File: src/ryuv_pkg.sv
// shared constants for the rgb888 to planar yuv 4:2:0 converter
// no dependencies; used by rgb888_to_yuv420_planar and the testbench
package ryuv_pkg;

  // fixed-point fraction bits of the color coefficients
  localparam int unsigned FRAC_BITS = 12;

  // luma coefficients
  localparam logic [11:0] K_Y_R = 12'd1224;
  localparam logic [11:0] K_Y_G = 12'd2404;
  localparam logic [11:0] K_Y_B = 12'd469;

  // chroma coefficients
  localparam logic [11:0] K_U_R = 12'd692;
  localparam logic [11:0] K_U_G = 12'd1356;
  localparam logic [11:0] K_V_G = 12'd1731;
  localparam logic [11:0] K_V_B = 12'd334;

  // chroma offset
  localparam logic [7:0] CHROMA_BIAS = 8'd128;

  // default frame limits
  localparam int unsigned MAX_WIDTH_DEF  = 2048;
  localparam int unsigned MAX_HEIGHT_DEF = 2048;

  // register reset values
  localparam logic [11:0] WIDTH_RST  = 12'd640;
  localparam logic [11:0] HEIGHT_RST = 12'd480;

  // register map (index = byte address / 4)
  localparam logic REG_FRAME_WIDTH  = 1'b0;
  localparam logic REG_FRAME_HEIGHT = 1'b1;

  // output field widths
  localparam int unsigned OFS_W = 23;
  localparam int unsigned PIX_W = 22;

endpackage

File: src/rgb888_to_yuv420_planar.sv
// rgb888 pixel stream to planar yuv 4:2:0 sample stream with buffer offsets
// depends on ryuv_pkg
//
// usage:
//   s_axis: one pixel per beat, tdata = {red, green, blue}, blue in bits 7:0.
//   m_axis: one result beat per pixel: luma value and its offset; at odd
//     column and odd row (tuser high) also u, v and their offsets; tlast
//     marks the last pixel of the frame. every beat carries the total
//     length of the planar buffer.
//   apb: frame_width at address 0, frame_height at address 4 (12 bits each).
//     a zero acts as one, a value above the maximum acts as the maximum.
//     the frame area is multiplied out on the write itself.
// timing:
//   a result beat follows in the cycle after its pixel is taken. one pixel
//   is taken every cycle unless the receiver stalls a full result register;
//   multiplies and offset adds sit between input port and single result register.
//   when the receiver stalls, the result register holds and s_axis_tready
//   drops in the same cycle, so no beat is lost under backpressure.
// reset:
//   counters return to the top-left pixel, registers to 640 by 480, and the
//   result register empties.
module rgb888_to_yuv420_planar #(
  parameter int unsigned MAX_WIDTH  = ryuv_pkg::MAX_WIDTH_DEF,
  parameter int unsigned MAX_HEIGHT = ryuv_pkg::MAX_HEIGHT_DEF
) (
  input  logic         clk_i,
  input  logic         rst_ni,
  // pixel input
  input  logic         s_axis_tvalid,
  output logic         s_axis_tready,
  // [7:0] byte_first, [15:8] byte_middle, [23:16] byte_last
  input  logic [23:0]  s_axis_tdata,
  // result output
  output logic         m_axis_tvalid,
  input  logic         m_axis_tready,
  // [7:0] luma_value, [29:8] luma_offset, [37:30] u_value, [45:38] v_value,
  // [68:46] u_offset, [91:69] v_offset, [114:92] output_length, rest zero
  output logic [119:0] m_axis_tdata,
  // [0] chroma_valid
  output logic         m_axis_tuser,
  output logic         m_axis_tlast,
  // configuration
  input  logic         psel,
  input  logic         penable,
  input  logic         pwrite,
  input  logic [2:0]   paddr,
  input  logic [31:0]  pwdata,
  output logic [31:0]  prdata,
  output logic         pready
);

  // effective dimension: zero acts as one, clamp at the maximum
  function automatic int unsigned eff_dim(input logic [11:0] v, input int unsigned maxv);
    int unsigned vi;
    vi = 32'(v);
    if (vi == 0) begin
      return 1;
    end
    if (vi > maxv) begin
      return maxv;
    end
    return vi;
  endfunction

  localparam int unsigned EWW = $clog2(MAX_WIDTH + 1);
  localparam int unsigned EWH = $clog2(MAX_HEIGHT + 1);
  localparam int unsigned CW  = $clog2(MAX_WIDTH);
  localparam int unsigned RW  = $clog2(MAX_HEIGHT);
  localparam int unsigned AW  = EWW + EWH;
  localparam int unsigned XW  = (AW > ryuv_pkg::OFS_W) ? AW + 1 : ryuv_pkg::OFS_W + 1;
  localparam int unsigned PW  = 8 + ryuv_pkg::FRAC_BITS;
  localparam int unsigned FB  = ryuv_pkg::FRAC_BITS;
  localparam int unsigned OW  = ryuv_pkg::OFS_W;
  localparam int unsigned PIX_W = ryuv_pkg::PIX_W;
  localparam int unsigned AREA_RST =
    eff_dim(ryuv_pkg::WIDTH_RST, MAX_WIDTH) * eff_dim(ryuv_pkg::HEIGHT_RST, MAX_HEIGHT);

  // configuration registers and the frame area
  logic [11:0]   width_q, height_q;
  logic [11:0]   width_d, height_d;
  logic [AW-1:0] area_q, area_d;
  logic          cfg_wr;
  logic          cfg_idx;

  assign pready  = 1'b1;
  assign cfg_wr  = psel & penable & pwrite & pready;
  assign cfg_idx = paddr[2];

  always_comb begin
    width_d  = width_q;
    height_d = height_q;
    if (cfg_wr) begin
      case (cfg_idx)
        ryuv_pkg::REG_FRAME_WIDTH:  width_d  = pwdata[11:0];
        ryuv_pkg::REG_FRAME_HEIGHT: height_d = pwdata[11:0];
        default: ;
      endcase
    end
    area_d = AW'(EWW'(eff_dim(width_d, MAX_WIDTH))) *
             AW'(EWH'(eff_dim(height_d, MAX_HEIGHT)));
  end

  always_ff @(posedge clk_i or negedge rst_ni) begin
    if (!rst_ni) begin
      width_q  <= ryuv_pkg::WIDTH_RST;
      height_q <= ryuv_pkg::HEIGHT_RST;
      area_q   <= AW'(AREA_RST);
    end else if (cfg_wr) begin
      width_q  <= width_d;
      height_q <= height_d;
      area_q   <= area_d;
    end
  end

  // register readback
  always_comb begin
    case (cfg_idx)
      ryuv_pkg::REG_FRAME_WIDTH:  prdata = {20'd0, width_q};
      ryuv_pkg::REG_FRAME_HEIGHT: prdata = {20'd0, height_q};
      default:                    prdata = 32'd0;
    endcase
  end

  // handshake: the result register frees up when it is taken
  logic out_valid_q;
  logic in_fire;

  assign s_axis_tready = !out_valid_q || m_axis_tready;
  assign in_fire       = s_axis_tvalid && s_axis_tready;

  // raster position
  logic [CW-1:0]    col_q;
  logic [RW-1:0]    row_q;
  logic [PIX_W-1:0] pix_q;
  logic [OW-1:0]    chr_q;
  logic [EWW-1:0]   eff_w;
  logic [EWH-1:0]   eff_h;
  logic             last_col, last_row, flast, cv;

  assign eff_w    = EWW'(eff_dim(width_q, MAX_WIDTH));
  assign eff_h    = EWH'(eff_dim(height_q, MAX_HEIGHT));
  assign last_col = (EWW'(col_q) + EWW'(1)) >= eff_w;
  assign last_row = (EWH'(row_q) + EWH'(1)) >= eff_h;
  assign flast    = last_col && last_row;
  assign cv       = col_q[0] && row_q[0];

  always_ff @(posedge clk_i or negedge rst_ni) begin
    if (!rst_ni) begin
      col_q <= '0;
      row_q <= '0;
      pix_q <= '0;
      chr_q <= '0;
    end else if (in_fire) begin
      if (flast) begin
        col_q <= '0;
        row_q <= '0;
        pix_q <= '0;
        chr_q <= '0;
      end else begin
        pix_q <= pix_q + PIX_W'(1);
        if (cv) begin
          chr_q <= chr_q + OW'(1);
        end
        if (last_col) begin
          col_q <= '0;
          row_q <= row_q + RW'(1);
        end else begin
          col_q <= col_q + CW'(1);
        end
      end
    end
  end

  // color conversion, each term floored on its own
  logic [7:0]    px_b, px_g, px_r;
  logic [PW-1:0] p_yr, p_yg, p_yb, p_ur, p_ug, p_vg, p_vb;
  logic [7:0]    luma, u_val, v_val;

  assign px_b = s_axis_tdata[7:0];
  assign px_g = s_axis_tdata[15:8];
  assign px_r = s_axis_tdata[23:16];

  assign p_yr = PW'(px_r) * PW'(ryuv_pkg::K_Y_R);
  assign p_yg = PW'(px_g) * PW'(ryuv_pkg::K_Y_G);
  assign p_yb = PW'(px_b) * PW'(ryuv_pkg::K_Y_B);
  assign p_ur = PW'(px_r) * PW'(ryuv_pkg::K_U_R);
  assign p_ug = PW'(px_g) * PW'(ryuv_pkg::K_U_G);
  assign p_vg = PW'(px_g) * PW'(ryuv_pkg::K_V_G);
  assign p_vb = PW'(px_b) * PW'(ryuv_pkg::K_V_B);

  // 8-bit wraparound matches the byte mask of the sums
  assign luma  = p_yr[PW-1:FB] + p_yg[PW-1:FB] + p_yb[PW-1:FB];
  assign u_val = {1'b0, px_b[7:1]} + ryuv_pkg::CHROMA_BIAS - p_ur[PW-1:FB] - p_ug[PW-1:FB];
  assign v_val = {1'b0, px_r[7:1]} + ryuv_pkg::CHROMA_BIAS - p_vg[PW-1:FB] - p_vb[PW-1:FB];

  // planar buffer offsets
  logic [XW-1:0] area_x, u_sum, v_sum, len_sum;

  assign area_x  = XW'(area_q);
  assign u_sum   = area_x + XW'(chr_q);
  assign v_sum   = area_x + (area_x >> 2) + XW'(chr_q);
  assign len_sum = area_x + (area_x >> 1);

  // result register
  logic [7:0]       luma_q, u_q, v_q;
  logic [PIX_W-1:0] luma_ofs_q;
  logic [OW-1:0]    u_ofs_q, v_ofs_q, len_q;
  logic             cv_q, last_q;

  always_ff @(posedge clk_i or negedge rst_ni) begin
    if (!rst_ni) begin
      out_valid_q <= 1'b0;
    end else if (s_axis_tready) begin
      out_valid_q <= s_axis_tvalid;
    end
  end

  always_ff @(posedge clk_i) begin
    if (in_fire) begin
      luma_q     <= luma;
      luma_ofs_q <= pix_q;
      cv_q       <= cv;
      u_q        <= cv ? u_val : 8'd0;
      v_q        <= cv ? v_val : 8'd0;
      u_ofs_q    <= cv ? u_sum[OW-1:0] : '0;
      v_ofs_q    <= cv ? v_sum[OW-1:0] : '0;
      last_q     <= flast;
      len_q      <= len_sum[OW-1:0];
    end
  end

  assign m_axis_tvalid = out_valid_q;
  assign m_axis_tdata  = {5'd0, len_q, v_ofs_q, u_ofs_q, v_q, u_q, luma_ofs_q, luma_q};
  assign m_axis_tuser  = cv_q;
  assign m_axis_tlast  = last_q;

`ifndef SYNTHESIS
  // a frame end sends the raster back to the first pixel
  assert property (@(posedge clk_i) disable iff (!rst_ni)
    in_fire && flast |=> col_q == '0 && row_q == '0 && pix_q == '0 && chr_q == '0)
    else $error("raster position not cleared after frame end");

  // every other pixel advances the pixel index by one
  assert property (@(posedge clk_i) disable iff (!rst_ni)
    in_fire && !flast |=> pix_q == $past(pix_q) + PIX_W'(1))
    else $error("pixel index did not advance");

  // the chroma index counts chroma samples only
  assert property (@(posedge clk_i) disable iff (!rst_ni)
    in_fire && !flast && !cv |=> chr_q == $past(chr_q))
    else $error("chroma index moved on a luma-only pixel");

  // a result without chroma carries zero chroma fields
  assert property (@(posedge clk_i) disable iff (!rst_ni)
    out_valid_q && !cv_q |-> u_q == 8'd0 && v_q == 8'd0 && u_ofs_q == '0 && v_ofs_q == '0)
    else $error("chroma fields set on a luma-only beat");
`endif

endmodule

File: config.mk
export PLATFORM = sky130hd
export DESIGN_NAME = rgb888_to_yuv420_planar
export DESIGN_NICKNAME = d
export VERILOG_FILES = /design/src/ryuv_pkg.sv /design/src/rgb888_to_yuv420_planar.sv
export SDC_FILE = /design/constraint.sdc
export NUM_CORES = 1
export LEC_CHECK = 0
export ABC_AREA = 1
export BUFFER_PORTS_ARGS = -buffer_cell sky130_fd_sc_hd__buf_4
export CAP_MARGIN = 40
export CORE_UTILIZATION = 50
export CTS_BUF_LIST = sky130_fd_sc_hd__clkbuf_4 sky130_fd_sc_hd__clkbuf_8
export DETAILED_ROUTE_END_ITERATION = 12
export PLACE_DENSITY = 0.77
export SYNTH_ARGS = -nofsm -noshare
export SYNTH_HDL_FRONTEND = slang
export SYNTH_SLANG_ARGS = --single-unit
File: constraint.sdc
create_clock -name clk_i -period 17.3 [get_ports clk_i]
set_clock_uncertainty 0.05 [all_clocks]
set_input_delay 2.595 -clock clk_i [delete_from_list [all_inputs] [get_ports clk_i]]
set_output_delay 2.595 -clock clk_i [all_outputs]
set_load 0.02 [all_outputs]
==> run summary <==
synth unique cells -> 51
Clock power frac -> 14.9%
period utilization -> 51.6%
clock-pin slew on the worst setup and hold paths -> 0.06 ns
CP max stage delay -> 0.71 ns
Design Area, Final -> 32200 um2
DR pass1 iterations -> 6
Placement Cell Area -> 31200 um2
synth warn -> 0
Slew @ Worst Pin -> 0.869 ns
GRT Overall Usage -> 24.7%
final wirelength -> 72100 um
vias -> 24500
DP Wirelength -> 58300 um
nets -> 4591
IO Port Bufs -> 174
cell area after synthesis -> 29100 um2
RSZ-0062 raised after global routing -> no
Int Pwr -> 2110 uW
Worst Path Arrival -> 9.41 ns
PD cells -> 130 nW/um2
vias in the first global route -> 23700
H-tree levels -> 2
VDD IR-drop max -> 0.111 mV
clock sinks -> 233
post_cts resized -> 0
fin. max-slew vios -> 0
Yosys top cell area share -> 19.2%
post-route DRC violation count -> 0
Worst Hold Launch -> pix_q[21]
vias per cell -> 5.26
synthesis-to-layout area growth -> 10.5%
most frequent cells after synthesis -> 772 x nand2_1, 705 x inv_1, 447 x ha_1, 294 x nor2_1, 225 x fa_1
largest net degree at the start of global routing -> 68
Sw Share -> 49.7%
I/O pin count -> 223
worst slew margin relative to its limit -> 42.0%
cells after synthesis -> 3659
sequential share of the synthesized area -> 22.1%
Sum Neg Setup Slack -> 0 ns
gr ovfl total -> 0
Flop pwr share -> 22.2%
Initial Util -> 50.5%
CORE AREA -> 57700 um2
Async S/R FF share, synth -> 49.8%
top cells by area, synth -> ha_1 19%, fa_1 15%, edfxtp_1 12%, nand2_1 9.9%, dfrtp_1 9.1%
status -> finished, final reports clean
Seq cells post-synth -> 233
max_cap viols -> 0
ANT cells -> 0
Die Span Y -> 243 um
Clock Path Buffers -> 3
HP Class -> flip-flop to flip-flop
routability cong. -> 0.987
Hold-fix buffers, CTS -> 0
Avg Inst Size Synth -> 7.96 um2
Die ar. -> 59300 um2
share of cells above drive strength 1 -> 8.38%
CTS root buf -> clkbuf_8
combinational power share -> 62.9%
# rows -> 88
fill count -> 5342
critical path type -> input port to flip-flop
min cycle time layout -> 8.93 ns
Worst Path Max Fanout -> 52
Num CTS Buffers -> 44
Req. time, crit path -> 17.78 ns
post-CTS setup buffer count -> 0
first-pass GRT wire length -> 119000 um
most common cell in the netlist -> nand2_1
worst setup path startpoint -> paddr[2]
Skew-Pair Late Insertion Delay -> 0.65 ns
TritonCTS clock tree -> built
Hold Fails Final Rpt -> 0
switching power total -> 2080 uW
CP max stage cell -> nor2_1
Synth area leader -> ha_1
initial antenna violation count -> 1
Pleak -> 0.0174 uW
Iteration-0 DRC Markers -> 1833
number of synthesized flops with an enable pin -> 117
Critical Path Start Type -> input port
Routed Antenna Nets -> 0
# setup viols final -> 0
R2R Path Start -> width_q[11]
fmax -> 0.112 GHz
WL per Instance -> 15.5 um
crit path capture type -> flip-flop
most frequent cell on the critical path -> nand2_1
Die Width -> 243 um
top_reg_cell synth -> edfxtp_1
-- cell families after synthesis --
kind of cell    after synthesis  synth area share [%]
xor+xnor                    117                  3.52
fa+ha+maj                   672                  34.6
flops                       233                  22.1
buf+inv                     788                  10.7
compound gates              475                  9.14
simple gates               1372                  19.9
other cells                   2                0.0258
-- sequential cells by signal (all words and copies together) (netlist names) --
name           cells
area_q            24
chr_q             23
len_q             23
u_ofs_q           23
v_ofs_q           23
luma_ofs_q        22
pix_q             22
height_q          12
width_q           12
col_q             11
row_q             11
luma_q             8
u_q                8
v_q                8
m_axis_tlast       1
m_axis_tuser       1
m_axis_tvalid      1
-- worst max-delay path, delay by kind of cell --
kind / cells / cell delay [ns]
AOI/OAI and AO/OA: 3 / 1.03
adders and majority gates: 6 / 2.99
buffers and inverters: 7 / 0.96
and+or+nand+nor: 9 / 1.79
-- routing by layer --
metal / GRT usage (%) / wire, um / vias to the layer above
li1: - / - / 12100
met1: 34.4 / 33400 / 11500
met2: 39.7 / 32100 / 774
met3: 3.33 / 4390 / 128
met4: 7.95 / 2170 / 0
met5: 0 / 0 / -
-- power by group through the flow --
stage	sequential (uW)	combinational [uW]	clock, uW
6_report	929	2640	624
5_1_grt	945	3020	663
3_5_place_dp	935	2610	0
4_1_cts	928	2630	643
3_3_place_gp	934	2540	0
2_1_floorplan	961	1870	0
-- placed cells by master, fill, tap and decap left out, types with 20 or more instances in the layout --
cell type / count
nand3_1: 141
ha_1: 447
buf_4: 179
fa_1: 225
clkbuf_8: 44
nor2_1: 294
dfrtp_1: 106
a21o_1: 20
xnor2_1: 36
a21oi_1: 204
nand2_1: 772
nand4_1: 54
xor2_1: 81
inv_2: 22
inv_1: 704
edfxtp_1: 117
o21ai_0: 168
nor3_1: 48
conb_1: 26
o21bai_1: 22
-- final cells by class --
type	count	area, um2	area share [%]
multi-input cells	2662	19700	61.2
inverters	730	2750	8.54
well taps	765	957	2.97
flip-flops and latches	233	6430	20.0
repair buffers	182	1400	4.35
clock inverters	35	355	1.10
clock buffers	46	621	1.93
-- worst paths after layout --
kind | endpoint | slack (ns) | cells after the start
worst max-delay path | area_q[23] | 8.37 | 25
worst min-delay path | luma_ofs_q[21] | 0.43 | 0
worst max register to register | area_q[23] | 10.88 | 24
worst min register to register | luma_ofs_q[21] | 0.43 | 0
max in group asynchronous | area_q[13] | 14.09 | 3
min in group asynchronous | col_q[9] | 1.94 | 1
-- per-stage QoR --
stage	hold WS (ns)	total power, uW	cells	util (%)	setup slack [ns]
4_1_cts	0.428	4200	4653	55.8	8.46
3_5_place_dp	0.402	3550	4572	54.1	7.81
6_report	0.432	4190	4653	55.8	8.37
3_3_place_gp	0.398	3480	4569	54.0	7.91
5_1_grt	0.448	4630	4653	55.8	7.95
2_1_floorplan	0.375	2830	3683	-	9.28
(Power assumes the default switching activity.)
